## src/hdl/stereo_fir_convolver_defines.svh

```systemverilog
// ----------------------------------------------------------------------------
// Stereo FIR convolver assertion macros
// Shared assertion wrappers; they expand to nothing when SYNTHESIS is set.
// ----------------------------------------------------------------------------
`ifndef STEREO_FIR_CONVOLVER_DEFINES_SVH
`define STEREO_FIR_CONVOLVER_DEFINES_SVH
`ifndef SYNTHESIS
`define SFC_ASSERT(lbl, prop, msg) \
   lbl: assert property (@(posedge clock) disable iff (reset) (prop)) else $error(msg);
`define SFC_ASSERT_IMPLY(lbl, ante, cons, msg) \
   lbl: assert property (@(posedge clock) disable iff (reset) (ante) |-> (cons)) \
      else $error(msg);
`define SFC_ASSERT_NEXT(lbl, ante, cons, msg) \
   lbl: assert property (@(posedge clock) disable iff (reset) (ante) |=> (cons)) \
      else $error(msg);
`else
`define SFC_ASSERT(lbl, prop, msg)
`define SFC_ASSERT_IMPLY(lbl, ante, cons, msg)
`define SFC_ASSERT_NEXT(lbl, ante, cons, msg)
`endif
`endif

```

## src/hdl/sfc_pkg.sv

```systemverilog
// ----------------------------------------------------------------------------
// Stereo FIR convolver package
// Default sizes, fixed-point constants, codes and the control structs shared
// by the convolver modules.
// ----------------------------------------------------------------------------
`timescale 1ns / 1ps
`default_nettype none

package sfc_pkg;

   localparam int DEF_MAX_TAPS    = 8192;
   localparam int DEF_SAMPLE_BITS = 24;
   localparam int DEF_COEF_BITS   = 24;

   localparam int GAIN_W      = 16;
   localparam int GAIN_FRAC   = 14;
   localparam int ACC_W       = 64;
   localparam int ACC_SAT_EXP = 62;
   localparam int CLAMP_W     = 48;
   localparam int CLAMP_EXP   = 46;
   localparam int RISK_NUM    = 49;
   localparam int RISK_DEN    = 50;

   typedef enum logic [1:0] {
      FUNC_FRAME = 2'd0,
      FUNC_TAP   = 2'd1,
      FUNC_CLEAR = 2'd2,
      FUNC_NONE  = 2'd3
   } sfc_func_type;

   typedef enum logic [2:0] {
      CSR_ENABLED   = 3'd0,
      CSR_TAP_COUNT = 3'd1,
      CSR_ACTIVE    = 3'd2,
      CSR_STEREO    = 3'd3,
      CSR_GAIN      = 3'd4
   } sfc_csr_type;

   typedef struct packed {
      logic valid;
      logic first;
      logic last;
      logic ch;
   } sfc_tag_type;

   typedef struct packed {
      logic valid;
      logic ch;
      logic risk;
   } sfc_res_type;

endpackage

`default_nettype wire

```

## src/hdl/sfc_mac.sv

```systemverilog
// ----------------------------------------------------------------------------
// Stereo FIR convolver multiply-accumulate unit
// One shared multiplier and saturating accumulator, followed by a pipelined
// finish: round to sample precision, clamp, trim gain, saturate, risk check.
// ----------------------------------------------------------------------------
`timescale 1ns / 1ps
`default_nettype none
`include "stereo_fir_convolver_defines.svh"

module sfc_mac #(
   parameter int SAMPLE_BITS = sfc_pkg::DEF_SAMPLE_BITS,
   parameter int COEF_BITS   = sfc_pkg::DEF_COEF_BITS
) (
   input  logic                              clock,
   input  logic                              reset,
   input  sfc_pkg::sfc_tag_type              in_tag,
   input  logic signed [SAMPLE_BITS-1:0]     in_sample,
   input  logic signed [COEF_BITS-1:0]       in_coef,
   input  logic [sfc_pkg::GAIN_W-1:0]        gain,
   output sfc_pkg::sfc_res_type              res,
   output logic signed [SAMPLE_BITS-1:0]     res_value
);

   localparam int PW = SAMPLE_BITS + COEF_BITS;
   localparam int AW = sfc_pkg::ACC_W;
   localparam int CW = sfc_pkg::CLAMP_W;
   localparam int SW = sfc_pkg::CLAMP_W + sfc_pkg::GAIN_W + 1;
   localparam int RW = SAMPLE_BITS + 7;

   localparam logic signed [AW-1:0] ACC_ONE   = {{(AW-1){1'b0}}, 1'b1};
   localparam logic signed [AW-1:0] ACC_LIM   = ACC_ONE <<< sfc_pkg::ACC_SAT_EXP;
   localparam logic signed [AW-1:0] ACC_RND   = ACC_ONE <<< (COEF_BITS - 2);
   localparam logic signed [AW-1:0] CLAMP_LIM = ACC_ONE <<< sfc_pkg::CLAMP_EXP;
   localparam logic signed [SW-1:0] S_ONE     = {{(SW-1){1'b0}}, 1'b1};
   localparam logic signed [SW-1:0] GAIN_RND  = S_ONE <<< (sfc_pkg::GAIN_FRAC - 1);
   localparam logic signed [SW-1:0] SMAX      = (S_ONE <<< (SAMPLE_BITS - 1)) - S_ONE;
   localparam logic signed [SW-1:0] SMIN      = -(S_ONE <<< (SAMPLE_BITS - 1));
   localparam logic [RW-1:0]        RISK_THR  = RW'(sfc_pkg::RISK_NUM) << (SAMPLE_BITS - 1);

   logic signed [PW-1:0]          prod_ff;
   sfc_pkg::sfc_tag_type          ptag_ff;
   logic signed [AW-1:0]          acc_ff;
   logic                          acc_valid_ff;
   logic                          acc_last_ff;
   logic                          acc_ch_ff;
   logic signed [CW-1:0]          f1_ff;
   logic                          f1_valid_ff;
   logic                          f1_ch_ff;
   logic signed [SW-1:0]          f2_ff;
   logic                          f2_valid_ff;
   logic                          f2_ch_ff;
   logic signed [SAMPLE_BITS-1:0] f3_ff;
   logic                          f3_valid_ff;
   logic                          f3_ch_ff;
   logic signed [SAMPLE_BITS-1:0] res_value_ff;
   sfc_pkg::sfc_res_type          res_ff;

   logic signed [PW-1:0]          prod_in;
   logic signed [AW-1:0]          p_ext;
   logic signed [AW-1:0]          acc_sum;
   logic signed [AW-1:0]          acc_in;
   logic signed [AW-1:0]          rnd_sum;
   logic signed [AW-1:0]          rnd_full;
   logic signed [CW-1:0]          f1_in;
   logic signed [sfc_pkg::GAIN_W:0] gain_s;
   logic signed [SW-1:0]          f2_in;
   logic signed [SW-1:0]          g_sum;
   logic signed [SW-1:0]          g_sh;
   logic signed [SAMPLE_BITS-1:0] f3_in;
   logic signed [SAMPLE_BITS:0]   f3_ext;
   logic [SAMPLE_BITS:0]          mag;
   logic [RW-1:0]                 mag_scaled;
   logic                          risk_in;

   always_comb begin
      prod_in = in_sample * in_coef;

      p_ext   = AW'(prod_ff);
      acc_sum = acc_ff + p_ext;
      if (ptag_ff.first) begin
         acc_in = p_ext;
      end else if (acc_sum > ACC_LIM) begin
         acc_in = ACC_LIM;
      end else if (acc_sum < -ACC_LIM) begin
         acc_in = -ACC_LIM;
      end else begin
         acc_in = acc_sum;
      end

      rnd_sum  = acc_ff + ACC_RND;
      rnd_full = rnd_sum >>> (COEF_BITS - 1);
      if (rnd_full > CLAMP_LIM) begin
         f1_in = CW'(CLAMP_LIM);
      end else if (rnd_full < -CLAMP_LIM) begin
         f1_in = CW'(-CLAMP_LIM);
      end else begin
         f1_in = CW'(rnd_full);
      end

      gain_s = signed'({1'b0, gain});
      f2_in  = f1_ff * gain_s;

      g_sum = f2_ff + GAIN_RND;
      g_sh  = g_sum >>> sfc_pkg::GAIN_FRAC;
      if (g_sh > SMAX) begin
         f3_in = SAMPLE_BITS'(SMAX);
      end else if (g_sh < SMIN) begin
         f3_in = SAMPLE_BITS'(SMIN);
      end else begin
         f3_in = SAMPLE_BITS'(g_sh);
      end

      f3_ext     = {f3_ff[SAMPLE_BITS-1], f3_ff};
      mag        = f3_ext[SAMPLE_BITS] ? unsigned'(-f3_ext) : unsigned'(f3_ext);
      mag_scaled = RW'(mag) * RW'(sfc_pkg::RISK_DEN);
      risk_in    = mag_scaled > RISK_THR;
   end

   always_ff @(posedge clock) begin
      prod_ff <= prod_in;
      if (ptag_ff.valid) begin
         acc_ff <= acc_in;
      end
      acc_last_ff  <= ptag_ff.last;
      acc_ch_ff    <= ptag_ff.ch;
      f1_ff        <= f1_in;
      f1_ch_ff     <= acc_ch_ff;
      f2_ff        <= f2_in;
      f2_ch_ff     <= f1_ch_ff;
      f3_ff        <= f3_in;
      f3_ch_ff     <= f2_ch_ff;
      res_value_ff <= f3_ff;
      if (reset) begin
         ptag_ff      <= '0;
         acc_valid_ff <= 1'b0;
         f1_valid_ff  <= 1'b0;
         f2_valid_ff  <= 1'b0;
         f3_valid_ff  <= 1'b0;
         res_ff       <= '0;
      end else begin
         ptag_ff      <= in_tag;
         acc_valid_ff <= ptag_ff.valid;
         f1_valid_ff  <= acc_valid_ff && acc_last_ff;
         f2_valid_ff  <= f1_valid_ff;
         f3_valid_ff  <= f2_valid_ff;
         res_ff.valid <= f3_valid_ff;
         res_ff.ch    <= f3_ch_ff;
         res_ff.risk  <= risk_in;
      end
   end

   assign res       = res_ff;
   assign res_value = res_value_ff;

   `SFC_ASSERT_IMPLY(a_acc_bounded, acc_valid_ff, acc_ff <= ACC_LIM && acc_ff >= -ACC_LIM, "accumulator outside saturation range")
   `SFC_ASSERT_NEXT(a_last_finishes, acc_valid_ff && acc_last_ff, f1_valid_ff, "final sum did not enter the finish pipeline")

endmodule

`default_nettype wire

```

## config.mk

```make
export PLATFORM = sky130hd
export DESIGN_NAME = sfc_mac
export DESIGN_NICKNAME = d
export VERILOG_FILES = /design/src/hdl/sfc_pkg.sv /design/src/hdl/sfc_mac.sv
export VERILOG_INCLUDE_DIRS = /design/src /design/src/hdl
export SDC_FILE = /design/constraint.sdc
export NUM_CORES = 2
export LEC_CHECK = 0
export ABC_AREA = 1
export BUFFER_PORTS_ARGS = -buffer_cell sky130_fd_sc_hd__buf_2
export CORE_ASPECT_RATIO = 1.1
export CORE_MARGIN = 5
export CORE_UTILIZATION = 23
export CTS_BUF_LIST = sky130_fd_sc_hd__clkbuf_4 sky130_fd_sc_hd__clkbuf_8 sky130_fd_sc_hd__clkbuf_16
export DETAILED_ROUTE_END_ITERATION = 8
export GPL_ROUTABILITY_DRIVEN = 0
export GPL_TIMING_DRIVEN = 1
export PLACE_DENSITY = 0.48
export SYNTH_ARGS = -nofsm -noshare
export SYNTH_HDL_FRONTEND = slang
export SYNTH_SLANG_ARGS = --single-unit
```

## constraint.sdc

```tcl
create_clock -name clock -period 19.3 [get_ports clock]
set_input_delay 4.825 -clock clock [delete_from_list [all_inputs] [get_ports clock]]
set_output_delay 4.825 -clock clock [all_outputs]
set_load 0.005 [all_outputs]
```

==> impl.org <==
** Outcome
- The flow ran to the end, and the final reports show no timing, DRC or antenna violations.

** Synth
- Among all flip-flop cells after synthesis, the most frequent one is sky130_fd_sc_hd__dfxtp_1.
- Count of mapped cells out of synthesis :: ~9,000
- The synthesized netlist contains 54 unique library cells.
- Of the post-synthesis cell area, the part taken by muxes is 0.
- Of the post-synthesis cell area, the dominant cell type holds 0.3892.
- sky130_fd_sc_hd__fa_1 takes more of the synthesized area than any other cell.
- Dominant combinational cell family by area after synthesis :: adder cells
- Synth warn :: 0
- The average instance in the mapped netlist occupies around 7.4 um2.
- The synthesized netlist occupies a cell area of around 67,000 um2.
- Xor/xnor cell area share of the yosys netlist :: 0.03543
- In this run, synthesis inferred 64 flip-flops with an integrated enable.
- Share of flip-flops with an asynchronous set or reset after synthesis :: 0
- After synthesis, the cell types taking the most area are sky130_fd_sc_hd__fa_1 (39%), sky130_fd_sc_hd__inv_1 (14%), sky130_fd_sc_hd__nand2_1 (14%).
- Simple-gate area share of the yosys netlist :: 0.2079
- For this run, the register share of the synthesized area comes to 0.09039.
- Complex-gate fraction of the synthesized area :: 0.03814
- Of the total synthesized cell area, the portion taken by full adders, half adders and majority gates is 0.4686.
- Number of flip-flops and latches in the synthesized netlist :: between 200 and 300

** Floorplan
- The floorplan has roughly 210 rows.
- Top-level I/O count :: slightly below 100
- DIE AREA :: ~300,000 um2
- Core area :: ~290,000 um2
- Initial standard-cell utilization of the core :: 0.2309
- Die extent in x :: ~520 um
- Vertical die dimension :: around 570 um

** Flow run
- Across the run, the number of max-cap violations was 0.

** CTS
- Number of CTS-inserted buffers :: 35
- After clock tree synthesis, the clock-pin slew on the worst setup and hold paths is 0.06 ns.
- Maximum number of buffers from clock root to sink :: 3
- Number of cells upsized or downsized after cts :: 0
- Clock root buffer master :: sky130_fd_sc_hd__clkbuf_16
- The clock tree synthesis step divided the H-tree into 2 levels.
- Buffers added to address setup during post-CTS repair amount to 0.
- Number of sinks handled by clock tree synthesis :: 269
- CTS tree :: yes
- Count of hold-fix buffers inserted at cts :: 0
- Clock latency on the worst-skew pair, taken at its later pin, is 0.63 ns.

** Drt
- Post-detailed-route DRC marker count :: 0
- After detailed routing, the average wire length per cell comes to 14.96 um.
- The routed design has around 190,000 um of wire.
- The count of nets left with antenna violations once routing finished came out at 0.
- In this run, the number of DRC markers left after iteration 0 of detailed routing was 2,487.
- Via count :: 52,130
- For this run, the detailed router's first-pass iteration total came to 5.
- Via/cell ratio :: around 4

** Timing
- For the pin with the worst max-slew slack, the measured transition is around 1.1 ns.
- Final sum of negative setup slack :: 0 ns
- In this run the tightest slew margin relative to its limit is 0.2762.
- Derived from the worst setup path, the maximum achievable clock frequency is 86.32 MHz.
- In the finished design, the share of the clock period the worst path needs comes to 0.6003.
- The number of hold violations in the final report is 0.
- Setup violations remaining at the end of the flow were counted as 0.
- Unrepaired setup endpoints after global routing :: false
- Slew Limit Fails :: 0
- Time the worst path needs with I/O delays and setup :: approximately 12 ns
- Fin Clk Skew :: about 0.061 ns

** Worst setup path
- STA puts the critical path data arrival time at 12.13 ns.
- The critical path in this run is classified as primary input to register.
- Sort of element at the end of the critical path :: register
- Of all nets on the critical path, the largest fanout is 24.
- Data required time of the critical path :: 19.85 ns
- Kind of start point of the critical path :: primary input

** Global routing
- Final global-route overflow total :: 0
- Largest net degree at the start of global routing :: 63
- For this run, the total global-route usage over all layers was measured as 0.1281.
- The first global-routing pass estimated a little over 300,000 um of wire.
- Number of antenna violations at the first check in global routing :: 5
- The via count of the first global-routing pass came to 56,030.

** Worst hold path
- The min-delay analysis places its worst path in the category register to register.

** Final layout
- Most common library cell in the layout ignoring fill and taps :: sky130_fd_sc_hd__inv_1
- From synthesis to final layout, the design area changed by 8.397%.
- Final layout net count :: between 10,000 and 15,000
- Fraction of layout instances using a drive strength above 1 :: 0.03373
- The top cell types in the final layout, fill and taps aside, are sky130_fd_sc_hd__inv_1 (2,526), sky130_fd_sc_hd__nand2_1 (2,478), sky130_fd_sc_hd__fa_1 (1,296), sky130_fd_sc_hd__nor2_1 (510), sky130_fd_sc_hd__ha_1 (423).

** Placement
- The count of buffers added on input and output ports is 96.
- The wire-length estimate of the detail-placed layout is about 160,000 um.
[path summary, 6_finish.rpt]
kind	start	end	slack [ns]	depth (start not counted)
setup / recovery	in_coef[23]	prod_ff[37]	7.71	22
hold reg to reg	acc_ch_ff	f1_ch_ff	0.32	0
hold / removal	acc_ch_ff	f1_ch_ff	0.32	0
setup reg to reg	f1_ff[16]	f2_ff[42]	12.18	20
[per-stage QoR]
stage | worst slack (ns) | cell area [um2] | utilization | hold WS, ns | std cells
2_1_floorplan | 8.220 | 66670 | - | 0.3096 | 8956
3_3_place_gp | 7.099 | 71070 | 0.2461 | 0.3104 | 12670
4_1_cts | 7.755 | 72260 | 0.2502 | 0.3260 | 12730
3_5_place_dp | 7.040 | 71070 | 0.2461 | 0.3121 | 12670
6_report | 7.715 | 72260 | 0.2502 | 0.3248 | 12730
5_1_grt | 7.491 | 72260 | 0.2502 | 0.3296 | 12730
[critical path: stages]
cell	delay (ns)
sky130_fd_sc_hd__buf_2	0.17
sky130_fd_sc_hd__inv_1	0.40
sky130_fd_sc_hd__or2_2	0.46
sky130_fd_sc_hd__fa_1	0.51
sky130_fd_sc_hd__fa_1	0.55
sky130_fd_sc_hd__inv_1	0.06
sky130_fd_sc_hd__fa_1	0.50
sky130_fd_sc_hd__fa_1	0.52
sky130_fd_sc_hd__fa_1	0.51
sky130_fd_sc_hd__fa_1	0.55
sky130_fd_sc_hd__inv_1	0.06
sky130_fd_sc_hd__fa_1	0.52
sky130_fd_sc_hd__inv_1	0.04
sky130_fd_sc_hd__ha_1	0.38
sky130_fd_sc_hd__nand2_1	0.13
sky130_fd_sc_hd__nor2_1	0.15
sky130_fd_sc_hd__nand2_1	0.08
sky130_fd_sc_hd__nor4_1	0.82
sky130_fd_sc_hd__a21o_1	0.26
sky130_fd_sc_hd__a21oi_1	0.16
sky130_fd_sc_hd__o31ai_1	0.29
sky130_fd_sc_hd__xor2_1	0.18
[logic make-up after synthesis]
kind of cell               Yosys count
AOI/OAI and AO/OA                  462
xor gates and xnor gates           268
adders and majority gates         1719
buffers and inverters             2809
DFF                                269
other                                2
and+or+nand+nor                   3426
[layout make-up]
class,instances,area [um2]
Fill cell,32370,216500
Multi-Input combinational cell,5878,50010
Inverter,2530,9497
Sequential cell,269,6028
Tap cell,3866,4837
Clock buffer,45,993.5
Timing Repair Buffer,124,690.7
Clock inverter,19,198.9
Antenna cell,2,5.005
[flip-flops by register name, summed over array words and instances, names as in the netlist]
signal and count:
f2_valid_ff 1, acc_last_ff 1, f1_valid_ff 1, ptag_ff 4, f2_ff 52, f3_ff 24
f3_ch_ff 1, acc_ff 64, acc_ch_ff 1, f1_ff 41, f1_ch_ff 1, prod_ff 48
res 3, f2_ch_ff 1, acc_valid_ff 1, f3_valid_ff 1, res_value 24
[synth_stat cells, types with 33 or more instances]
cell type                  count
sky130_fd_sc_hd__inv_1      2526
sky130_fd_sc_hd__nand2_1    2478
sky130_fd_sc_hd__fa_1       1296
sky130_fd_sc_hd__nor2_1      510
sky130_fd_sc_hd__ha_1        423
sky130_fd_sc_hd__clkbuf_1    267
sky130_fd_sc_hd__a21oi_1     241
sky130_fd_sc_hd__dfxtp_1     205
sky130_fd_sc_hd__xor2_1      154
sky130_fd_sc_hd__nand3_1     141
sky130_fd_sc_hd__o21ai_0     118
sky130_fd_sc_hd__xnor2_1     112
sky130_fd_sc_hd__nor3_1       72
sky130_fd_sc_hd__edfxtp_1     64
sky130_fd_sc_hd__nand4_1      62
sky130_fd_sc_hd__nand2_2      52
sky130_fd_sc_hd__a31oi_1      33
[per-layer routing]
layer  vias to the layer above  global-route usage  part of all wire
met4                         2             0.03003             0.026
met1                     25550              0.1679              0.45
li1                      25430                   -                 -
met5                         -                   0          0.000068
met3                       240             0.01054             0.032
met2                       903              0.2280              0.49
Power is not shown: default switching activity piles up to over one toggle a cycle in this logic, so the estimate is an artifact.
